$ cat config.mk
export PLATFORM = sky130hd
export DESIGN_NAME = keyed_quantity_slot_table_core_flat
export DESIGN_NICKNAME = d
export VERILOG_FILES = /design/src/rtl/kqst_pkg.sv /design/src/rtl/kqst_if.sv /design/src/rtl/keyed_quantity_slot_table_core.sv /design/src/flat_wrapper.sv
export SDC_FILE = /design/constraint.sdc
export NUM_CORES = 1
export LEC_CHECK = 0
export ABC_CLOCK_PERIOD_IN_PS = 5600
export BUFFER_PORTS_ARGS = -buffer_cell sky130_fd_sc_hd__buf_2
export CAP_MARGIN = 15
export CORE_UTILIZATION = 55
export DETAILED_ROUTE_END_ITERATION = 8
export PLACE_DENSITY = 0.76
export SETUP_SLACK_MARGIN = 0.2
export SLEW_MARGIN = 20
export SYNTH_ARGS = -nofsm -noshare
export SYNTH_HDL_FRONTEND = slang
export SYNTH_SLANG_ARGS = --single-unit
$ cat constraint.sdc
create_clock -name clk -period 5.6 [get_ports clk]
set_clock_uncertainty 0.05 [all_clocks]
set_input_delay 0.28 -clock clk [delete_from_list [all_inputs] [get_ports clk]]
set_output_delay 0.28 -clock clk [all_outputs]
set_load 0.01 [all_outputs]
$ cat src/rtl/kqst_pkg.sv
// Shared widths, codes and default sizes of the keyed quantity slot table.
// Depends on nothing; used by the interfaces, the core and its checker.
package kqst_pkg;

    localparam int KEY_W    = 8;
    localparam int QTY_W    = 16;
    localparam int OP_W     = 2;
    localparam int STATUS_W = 3;
    localparam int USED_W   = 5;
    localparam int CFG_W    = 9;
    // Wide enough to compare a key against the largest allowed key limit.
    localparam int LIMIT_W  = 17;

    localparam int DEF_NUM_SLOTS = 16;
    localparam int DEF_NUM_KEYS  = 256;

    typedef enum logic [OP_W-1:0] {
        OP_ADD    = 2'd0,
        OP_REMOVE = 2'd1,
        OP_QUERY  = 2'd2,
        OP_UNUSED = 2'd3
    } op_t;

    typedef enum logic [STATUS_W-1:0] {
        ST_OK        = 3'd0,
        ST_BAD       = 3'd1,
        ST_FULL      = 3'd2,
        ST_NOT_FOUND = 3'd3,
        ST_SHORT     = 3'd4,
        ST_OVERFLOW  = 3'd5
    } status_t;

endpackage

$ cat src/rtl/kqst_if.sv
// Valid/ready channel interfaces of the slot table: request, response and
// configuration write. Depends on kqst_pkg for the payload widths.
interface kqst_req_if import kqst_pkg::*; ();
    logic             valid;
    logic             ready;
    logic [OP_W-1:0]  op;
    logic [KEY_W-1:0] item_key;
    logic [QTY_W-1:0] amount;

    modport source (output valid, output op, output item_key, output amount, input ready);
    modport sink   (input valid, input op, input item_key, input amount, output ready);
endinterface

interface kqst_rsp_if import kqst_pkg::*; ();
    logic                valid;
    logic                ready;
    logic [STATUS_W-1:0] status;
    logic [QTY_W-1:0]    key_count;
    logic [USED_W-1:0]   used_slots;

    modport source (output valid, output status, output key_count, output used_slots,
                    input ready);
    modport sink   (input valid, input status, input key_count, input used_slots,
                    output ready);
endinterface

interface kqst_cfg_if import kqst_pkg::*; ();
    logic             valid;
    logic             ready;
    logic [CFG_W-1:0] item_count;

    modport source (output valid, output item_count, input ready);
    modport sink   (input valid, input item_count, output ready);
endinterface

$ cat src/rtl/keyed_quantity_slot_table_core.sv
// Keyed quantity slot table: a fixed set of key/quantity slots that is searched
// one slot per cycle. Depends on kqst_pkg and the channel interfaces in kqst_if.sv.
//
// Usage:
//   req carries one item (op, item_key, amount). It is accepted when valid and
//   ready are both high; ready is high only while the sequencer is idle.
//   rsp carries one result item per request (status, key_count, used_slots).
//   cfg writes item_count; it is always ready and must be written only while
//   no request is in flight.
// Scan order:
//   The slot store is a memory with a registered read port, and a single
//   comparator walks it one slot per cycle. An item is accepted, its slots
//   are read and compared in turn, and its result is then loaded onto rsp;
//   the next item may be accepted in the cycle after the result is loaded,
//   so a new item is not taken while the last one is still being scanned.
//   The scan length is set by the one memory read port.
// Stall behavior:
//   The result sits in an output register. A new item is accepted while it
//   waits, but that item's update is held back in its final step until the
//   output register is free, so nothing is lost or reordered.
// Reset:
//   rst_n clears every slot's occupied bit, the slot count and item_count
//   (to 1). The memory itself is not cleared; data of empty slots is never used.
module keyed_quantity_slot_table_core
    import kqst_pkg::*;
#(
    parameter int NUM_SLOTS = DEF_NUM_SLOTS,
    parameter int NUM_KEYS  = DEF_NUM_KEYS
)(
    input  logic       clk,
    input  logic       rst_n,
    kqst_cfg_if.sink   cfg,
    kqst_req_if.sink   req,
    kqst_rsp_if.source rsp
);

    localparam int IDX_W = (NUM_SLOTS > 1) ? $clog2(NUM_SLOTS) : 1;
    localparam int CNT_W = $clog2(NUM_SLOTS + 1);
    localparam logic [IDX_W-1:0]   LAST_IDX  = IDX_W'(NUM_SLOTS - 1);
    localparam logic [LIMIT_W-1:0] KEY_LIMIT = LIMIT_W'(NUM_KEYS);

    // A slot word as it is kept in the memory.
    typedef struct packed {
        logic [KEY_W-1:0] key;
        logic [QTY_W-1:0] qty;
    } slot_t;

    // The scan issues one read per cycle; the compare runs on the registered
    // read data in the cycle after each read. DECIDE applies the update and
    // loads the result.
    typedef enum logic [1:0] {
        S_IDLE,
        S_SCAN,
        S_DRAIN,
        S_DECIDE
    } state_t;

    state_t              state_reg;
    logic [CFG_W-1:0]    item_count_reg;
    op_t                 op_reg;
    logic [KEY_W-1:0]    key_reg;
    logic [QTY_W-1:0]    amount_reg;

    logic [IDX_W-1:0]    rd_idx_reg;
    logic [IDX_W-1:0]    cmp_idx_reg;
    logic                cmp_vld_reg;
    logic                hit_reg;
    logic [IDX_W-1:0]    hit_idx_reg;
    logic [QTY_W-1:0]    hit_qty_reg;
    logic                free_reg;
    logic [IDX_W-1:0]    free_idx_reg;

    logic [NUM_SLOTS-1:0] occ_reg;
    logic [CNT_W-1:0]    used_reg;

    logic                rsp_valid_reg;
    status_t             rsp_status_reg;
    logic [QTY_W-1:0]    rsp_count_reg;
    logic [CNT_W-1:0]    rsp_used_reg;

    slot_t               slot_mem [NUM_SLOTS];
    slot_t               mem_rd_reg;

    logic                req_fire;
    logic                rsp_free;
    logic                commit;
    logic [IDX_W-1:0]    rd_addr;
    logic                cmp_occ;
    logic                cmp_match;

    logic [QTY_W:0]      sum;
    logic [QTY_W-1:0]    diff;
    logic                add_bad;
    status_t             status_next;
    logic [QTY_W-1:0]    count_next;
    logic                wr_en;
    logic [IDX_W-1:0]    wr_idx;
    slot_t               wr_data;
    logic                occ_set;
    logic                occ_clr;
    logic [CNT_W-1:0]    used_next;
    logic [CNT_W+USED_W-1:0] used_ext;

    assign req.ready = (state_reg == S_IDLE);
    assign cfg.ready = 1'b1;
    assign req_fire  = req.valid && req.ready;
    assign rsp_free  = !rsp_valid_reg || rsp.ready;
    assign commit    = (state_reg == S_DECIDE) && rsp_free;

    // Slot 0 is read in the accept cycle so the scan starts without a bubble.
    assign rd_addr = (state_reg == S_IDLE) ? '0 : rd_idx_reg;

    assign cmp_occ   = occ_reg[cmp_idx_reg];
    assign cmp_match = cmp_occ && (mem_rd_reg.key == key_reg) && (key_reg != '0);

    // Final decision for the item, from what the scan found.
    always_comb
    begin
        sum     = {1'b0, hit_qty_reg} + {1'b0, amount_reg};
        diff    = hit_qty_reg - amount_reg;
        add_bad = (key_reg == '0)
               || ({1'b0, key_reg} >= item_count_reg)
               || ({{(LIMIT_W-KEY_W){1'b0}}, key_reg} >= KEY_LIMIT)
               || (amount_reg == '0);

        status_next = ST_OK;
        count_next  = hit_reg ? hit_qty_reg : '0;
        wr_en       = 1'b0;
        wr_idx      = hit_idx_reg;
        wr_data     = '{key: key_reg, qty: amount_reg};
        occ_set     = 1'b0;
        occ_clr     = 1'b0;

        unique case (op_reg)
            OP_ADD:
            begin
                priority if (add_bad)
                begin
                    status_next = ST_BAD;
                end
                else if (hit_reg)
                begin
                    if (sum[QTY_W])
                    begin
                        status_next = ST_OVERFLOW;
                    end
                    else
                    begin
                        wr_en       = 1'b1;
                        wr_data.qty = sum[QTY_W-1:0];
                        count_next  = sum[QTY_W-1:0];
                    end
                end
                else if (free_reg)
                begin
                    wr_en      = 1'b1;
                    wr_idx     = free_idx_reg;
                    occ_set    = 1'b1;
                    count_next = amount_reg;
                end
                else
                begin
                    status_next = ST_FULL;
                end
            end
            OP_REMOVE:
            begin
                priority if (key_reg == '0)
                begin
                    status_next = ST_BAD;
                end
                else if (!hit_reg)
                begin
                    status_next = ST_NOT_FOUND;
                end
                else if (hit_qty_reg < amount_reg)
                begin
                    status_next = ST_SHORT;
                end
                else
                begin
                    wr_en       = 1'b1;
                    wr_data.qty = diff;
                    count_next  = diff;
                    // A slot that drops to zero is freed.
                    occ_clr     = (diff == '0);
                end
            end
            OP_QUERY:
            begin
                status_next = ST_OK;
            end
            default:
            begin
                status_next = ST_BAD;
            end
        endcase

        used_next = used_reg + CNT_W'(occ_set) - CNT_W'(occ_clr);
    end

    // Slot memory: one write port used in DECIDE, one registered read port.
    always_ff @(posedge clk)
    begin
        if (commit && wr_en)
        begin
            slot_mem[wr_idx] <= wr_data;
        end
        mem_rd_reg <= slot_mem[rd_addr];
    end

    // Sequencer, scan bookkeeping, slot occupancy and the result register.
    always_ff @(posedge clk or negedge rst_n)
    begin
        if (!rst_n)
        begin
            state_reg      <= S_IDLE;
            item_count_reg <= CFG_W'(1);
            cmp_vld_reg    <= 1'b0;
            occ_reg        <= '0;
            used_reg       <= '0;
            rsp_valid_reg  <= 1'b0;
        end
        else
        begin
            if (cfg.valid && cfg.ready)
            begin
                item_count_reg <= cfg.item_count;
            end

            if (rsp_valid_reg && rsp.ready)
            begin
                rsp_valid_reg <= 1'b0;
            end

            // One slot compared per cycle.
            if (cmp_vld_reg)
            begin
                if (cmp_match && !hit_reg)
                begin
                    hit_reg     <= 1'b1;
                    hit_idx_reg <= cmp_idx_reg;
                    hit_qty_reg <= mem_rd_reg.qty;
                end
                if (!cmp_occ && !free_reg)
                begin
                    free_reg     <= 1'b1;
                    free_idx_reg <= cmp_idx_reg;
                end
            end

            unique case (state_reg)
                S_IDLE:
                begin
                    cmp_vld_reg <= 1'b0;
                    if (req_fire)
                    begin
                        op_reg      <= op_t'(req.op);
                        key_reg     <= req.item_key;
                        amount_reg  <= req.amount;
                        hit_reg     <= 1'b0;
                        free_reg    <= 1'b0;
                        cmp_idx_reg <= '0;
                        cmp_vld_reg <= 1'b1;
                        rd_idx_reg  <= IDX_W'(1);
                        state_reg   <= (NUM_SLOTS > 1) ? S_SCAN : S_DRAIN;
                    end
                end
                S_SCAN:
                begin
                    cmp_idx_reg <= rd_idx_reg;
                    cmp_vld_reg <= 1'b1;
                    rd_idx_reg  <= rd_idx_reg + IDX_W'(1);
                    if (rd_idx_reg == LAST_IDX)
                    begin
                        state_reg <= S_DRAIN;
                    end
                end
                S_DRAIN:
                begin
                    cmp_vld_reg <= 1'b0;
                    state_reg   <= S_DECIDE;
                end
                S_DECIDE:
                begin
                    if (rsp_free)
                    begin
                        if (occ_set)
                        begin
                            occ_reg[wr_idx] <= 1'b1;
                        end
                        if (occ_clr)
                        begin
                            occ_reg[wr_idx] <= 1'b0;
                        end
                        used_reg       <= used_next;
                        rsp_valid_reg  <= 1'b1;
                        rsp_status_reg <= status_next;
                        rsp_count_reg  <= count_next;
                        rsp_used_reg   <= used_next;
                        state_reg      <= S_IDLE;
                    end
                end
                default:
                begin
                    state_reg <= S_IDLE;
                end
            endcase
        end
    end

    // The slot count is reported in its low bits only.
    assign used_ext = (CNT_W+USED_W)'(rsp_used_reg);

    assign rsp.valid      = rsp_valid_reg;
    assign rsp.status     = rsp_status_reg;
    assign rsp.key_count  = rsp_count_reg;
    assign rsp.used_slots = used_ext[USED_W-1:0];

endmodule

$ cat src/flat_wrapper.sv
// flat-port wrapper written by rule: the top's interface ports become plain ports
module keyed_quantity_slot_table_core_flat import kqst_pkg::*;
#(
    parameter int NUM_SLOTS = DEF_NUM_SLOTS,
    parameter int NUM_KEYS  = DEF_NUM_KEYS
)
  (clk, rst_n, cfg_valid, cfg_item_count, cfg_ready, req_valid, req_op, req_item_key, req_amount, req_ready, rsp_valid, rsp_status, rsp_key_count, rsp_used_slots, rsp_ready);
  kqst_cfg_if cfg_i ();
  kqst_req_if req_i ();
  kqst_rsp_if rsp_i ();
  input  logic clk;
  input  logic rst_n;
  input wire logic [$bits(cfg_i.valid)-1:0] cfg_valid;
  input wire logic [$bits(cfg_i.item_count)-1:0] cfg_item_count;
  output wire logic [$bits(cfg_i.ready)-1:0] cfg_ready;
  input wire logic [$bits(req_i.valid)-1:0] req_valid;
  input wire logic [$bits(req_i.op)-1:0] req_op;
  input wire logic [$bits(req_i.item_key)-1:0] req_item_key;
  input wire logic [$bits(req_i.amount)-1:0] req_amount;
  output wire logic [$bits(req_i.ready)-1:0] req_ready;
  output wire logic [$bits(rsp_i.valid)-1:0] rsp_valid;
  output wire logic [$bits(rsp_i.status)-1:0] rsp_status;
  output wire logic [$bits(rsp_i.key_count)-1:0] rsp_key_count;
  output wire logic [$bits(rsp_i.used_slots)-1:0] rsp_used_slots;
  input wire logic [$bits(rsp_i.ready)-1:0] rsp_ready;
  assign cfg_i.valid = cfg_valid;
  assign cfg_i.item_count = cfg_item_count;
  assign cfg_ready = cfg_i.ready;
  assign req_i.valid = req_valid;
  assign req_i.op = req_op;
  assign req_i.item_key = req_item_key;
  assign req_i.amount = req_amount;
  assign req_ready = req_i.ready;
  assign rsp_valid = rsp_i.valid;
  assign rsp_status = rsp_i.status;
  assign rsp_key_count = rsp_i.key_count;
  assign rsp_used_slots = rsp_i.used_slots;
  assign rsp_i.ready = rsp_ready;
  keyed_quantity_slot_table_core #(.NUM_SLOTS(NUM_SLOTS), .NUM_KEYS(NUM_KEYS)) u_core (.clk(clk), .rst_n(rst_n), .cfg(cfg_i), .req(req_i), .rsp(rsp_i));
endmodule
==> run metrics <==
# IOs 67; Syn Std Cell Area 23800 um^2; Min-Delay Path Class in -> reg; largest net degree at the start of global routing 107; Synth cell types about 90; endpoints failing hold 0; Tmin final 4.75 ns; Pre-Repair DR Iteration Count 5; Port Buffer Count 65; crit share post-route between 80% and 90%; max-slew violations 0; YS warnings 0; Ant. Diodes 0; die height 210 um; total number of vias 16.1k; worst slack, placed 0.883 ns; full die area 44100 um^2; area delta synth->final 14.1%; Post-DP HPWL 37900 um; Synth area leaders edfxtp_1 59%, mux2_2 3.5%, dfrtp_1 3.5%; Cells after Synth between 1.5k and 2k; EDFF count, synth around 470; Max-Cap Viols 0; mux contribution to synthesized area a little over 6%; Max VDD drop 246 uV; grt total ovfl 0; vias per inst ~6.3; final core utilization 64.1%; TritonCTS clock tree built; syn avg cell area 13.1 um^2; largest family of logic cells by synthesized area compound AO/OA/AOI/OAI gates; crit path DAT 5.03 ns; Slew HR 26.4%; initial antenna violation count 0; Slew @ Worst Pin 1.10 ns; Largest register FFs 384; Synth area leader edfxtp_1; Final Power 0.0110 W; H-Tree Depth 2; PwrDens 405 nW/um^2; gpl congestion 1.01; Crit Path Class reg -> reg; post-synth top area share 59.1%; Initial DRC Count 1842; clk buf depth 3; Core ar. 42300 um^2; vias in the first global route 15.5k; RSZ-0062 raised after global routing no; startpoint class of the critical path register; Worst Setup End Kind register; Initial Util 56.2%; ys flop type edfxtp_1; register clock-pin slew on the reported worst setup and hold paths 0.06 ns; cell area after layout around 27000 um^2; Placed Area 24900 um^2; clock tree sinks 526; status finished clean; Synth Area in Simple Gates under 10%; DR WL/cell approximately 25 um; Horiz. Die Dim between 200 and 250 um; gr usage total between 20 and 30%; Synth Area in Adders 2.99%; register area share after synthesis 64.7%; post-synthesis compound-gate area fraction 13.5%; Final Setup Violations 0; Residual DRC 0; clock insertion delay at the later pin of the skew report about 0.61 ns; Seq cells post-synth 526; Final #Nets a little over 2k; global-route wire length before repair 93800 um; cts bufs inserted 53; Worst Slack Setup Final 0.852 ns; WL final 62800 um; postcts setup bufs 0; cell row count 75; Routed Antenna Nets 0; Required @ worst endpoint 5.88 ns; clock root cell clkbuf_16; FMAX between 200 and 250 MHz; Leak 9.60 nW; syn_nets 1908; Synth Area in XOR/XNOR 1.03%; Final TNS setup 0 ns; layout cells sized above 1 16.8%; CP max FO 17; post-cts resize count 0; ys async rst share 6.46%
==> final timing paths <==
path,start,end,slack [ns],depth (start not counted)
min in group asynchronous,rst_n,u_core.occ_reg[3],0.23,3
max,u_core.amount_reg[1],u_core.rsp.used_slots[4],0.85,18
min reg2reg,u_core.mem_rd_reg[5],u_core.hit_qty_reg[5],0.35,0
max reg2reg,u_core.amount_reg[1],u_core.rsp.used_slots[4],0.85,18
min,req_valid,u_core.free_reg,0.04,2
max in group asynchronous,rst_n,u_core.item_count_reg[0],4.90,3
==> critical path, cell delays in order (launching register included) <==
cell,delay (ns)
edfxtp_1,0.52
inv_1,0.14
ha_1,0.30
nor2b_1,0.15
o31a_1,0.31
o31ai_4,0.42
nor2b_1,0.26
a21oi_1,0.11
xnor2_1,0.27
and4b_1,0.30
buf_4,0.25
and2_1,0.16
ha_1,0.11
inv_1,0.04
ha_1,0.20
fa_1,0.43
a21o_1,0.17
a21oi_1,0.18
xnor2_1,0.12
==> power by group <==
| part | leakage [nW] | switching (W) | total, W | internal [W] |
|---|---|---|---|---|
| combinational | 3.88 | 0.00172 | 0.00264 | 0.000914 |
| sequential | 4.87 | 0.000198 | 0.00484 | 0.00464 |
| clock | 0.846 | 0.00150 | 0.00350 | 0.00200 |
==> cell type report <==
class | instances | area, um^2
well taps | 577 | 722
flip-flops and latches | 526 | 15400
clock inverters | 29 | 290
repair buffers | 168 | 1240
multi-input cells | 1125 | 7870
inverters | 53 | 199
fillers | 3036 | 15200
clock buffers | 71 | 1430
==> cells by family (layout without fill, tap and decap cells) <==
logic type | Yosys count | count (layout)
mux | 132 | 132
buf+inv | 162 | 321
simple gates | 431 | 431
compound gates | 478 | 478
xor+xnor | 28 | 28
other cells | 1 | 1
fa+ha+maj | 55 | 55
flops | 526 | 526
==> through the flow <==
step / hold slack (ns) / cells
floorplan: -0.0656 / 1813
global placement: 0.316 / 2398
detailed placement: 0.324 / 2398
CTS: 0.00747 / 2547
global route: 0.0309 / 2549
finish: 0.0372 / 2549
==> layer usage <==
| metal | vias up | GRT usage (%) | part of all wire [%] |
|---|---|---|---|
| met5 | - | 0 | 0 |
| met4 | 0 | 12.1 | 3.8 |
| met3 | 159 | 4.56 | 8.6 |
| met2 | 842 | 46.3 | 47 |
| met1 | 7906 | 38.6 | 40 |
| li1 | 7155 | - | - |
==> placed cells by master (no fill, tap or decap), drive strengths merged, types with 8 or more instances in the layout <==
cell type    synthesis  final
o21a                12     12
dfrtp               33     33
inv                 53     57
clkbuf              82     72
buf                 27    118
o221ai              30     30
nand3               55     55
clkinv               0     20
ha                  52     52
mux2                75     75
a41oi               15     15
nand4               11     11
dlygate4sd3          0     49
xnor2               22     22
a21oi              156    156
a221o               11     11
nor2b               38     38
nand2b              21     21
nand2              174    174
nor3                15     15
nor4                 8      8
and2                18     18
o31ai               36     36
a21o                18     18
a211oi              56     56
nor2                62     62
o21ai               82     82
edfxtp             468    468
mux2i               52     52
dfxtp               24     24
==> what timing repair did <==
| action | in CTS | in global routing |
|---|---|---|
| setup endpoints to repair | 0 | 0 |
| hold buffers | 49 | 0 |
| endpoints found under the hold margin | 69 | 0 |
==> cell usage after synthesis (8+ instances only) <==
cell type,number
edfxtp_1,468
nand2_1,174
a21oi_1,153
clkbuf_1,82
o21ai_0,82
mux2_2,75
nor2_1,61
nand3_1,55
a211oi_1,53
inv_1,53
ha_1,52
mux2i_1,51
nor2b_1,38
o31ai_1,35
dfrtp_1,33
o221ai_1,30
dfxtp_1,24
xnor2_1,22
nand2b_1,20
a21o_1,17
a41oi_1,15
and2_1,15
nor3_1,14
a221o_1,11
nand4_1,11
o21a_1,10
buf_2,9
buf_1,8
nor4_1,8
Power figures use the tool's default switching activity.
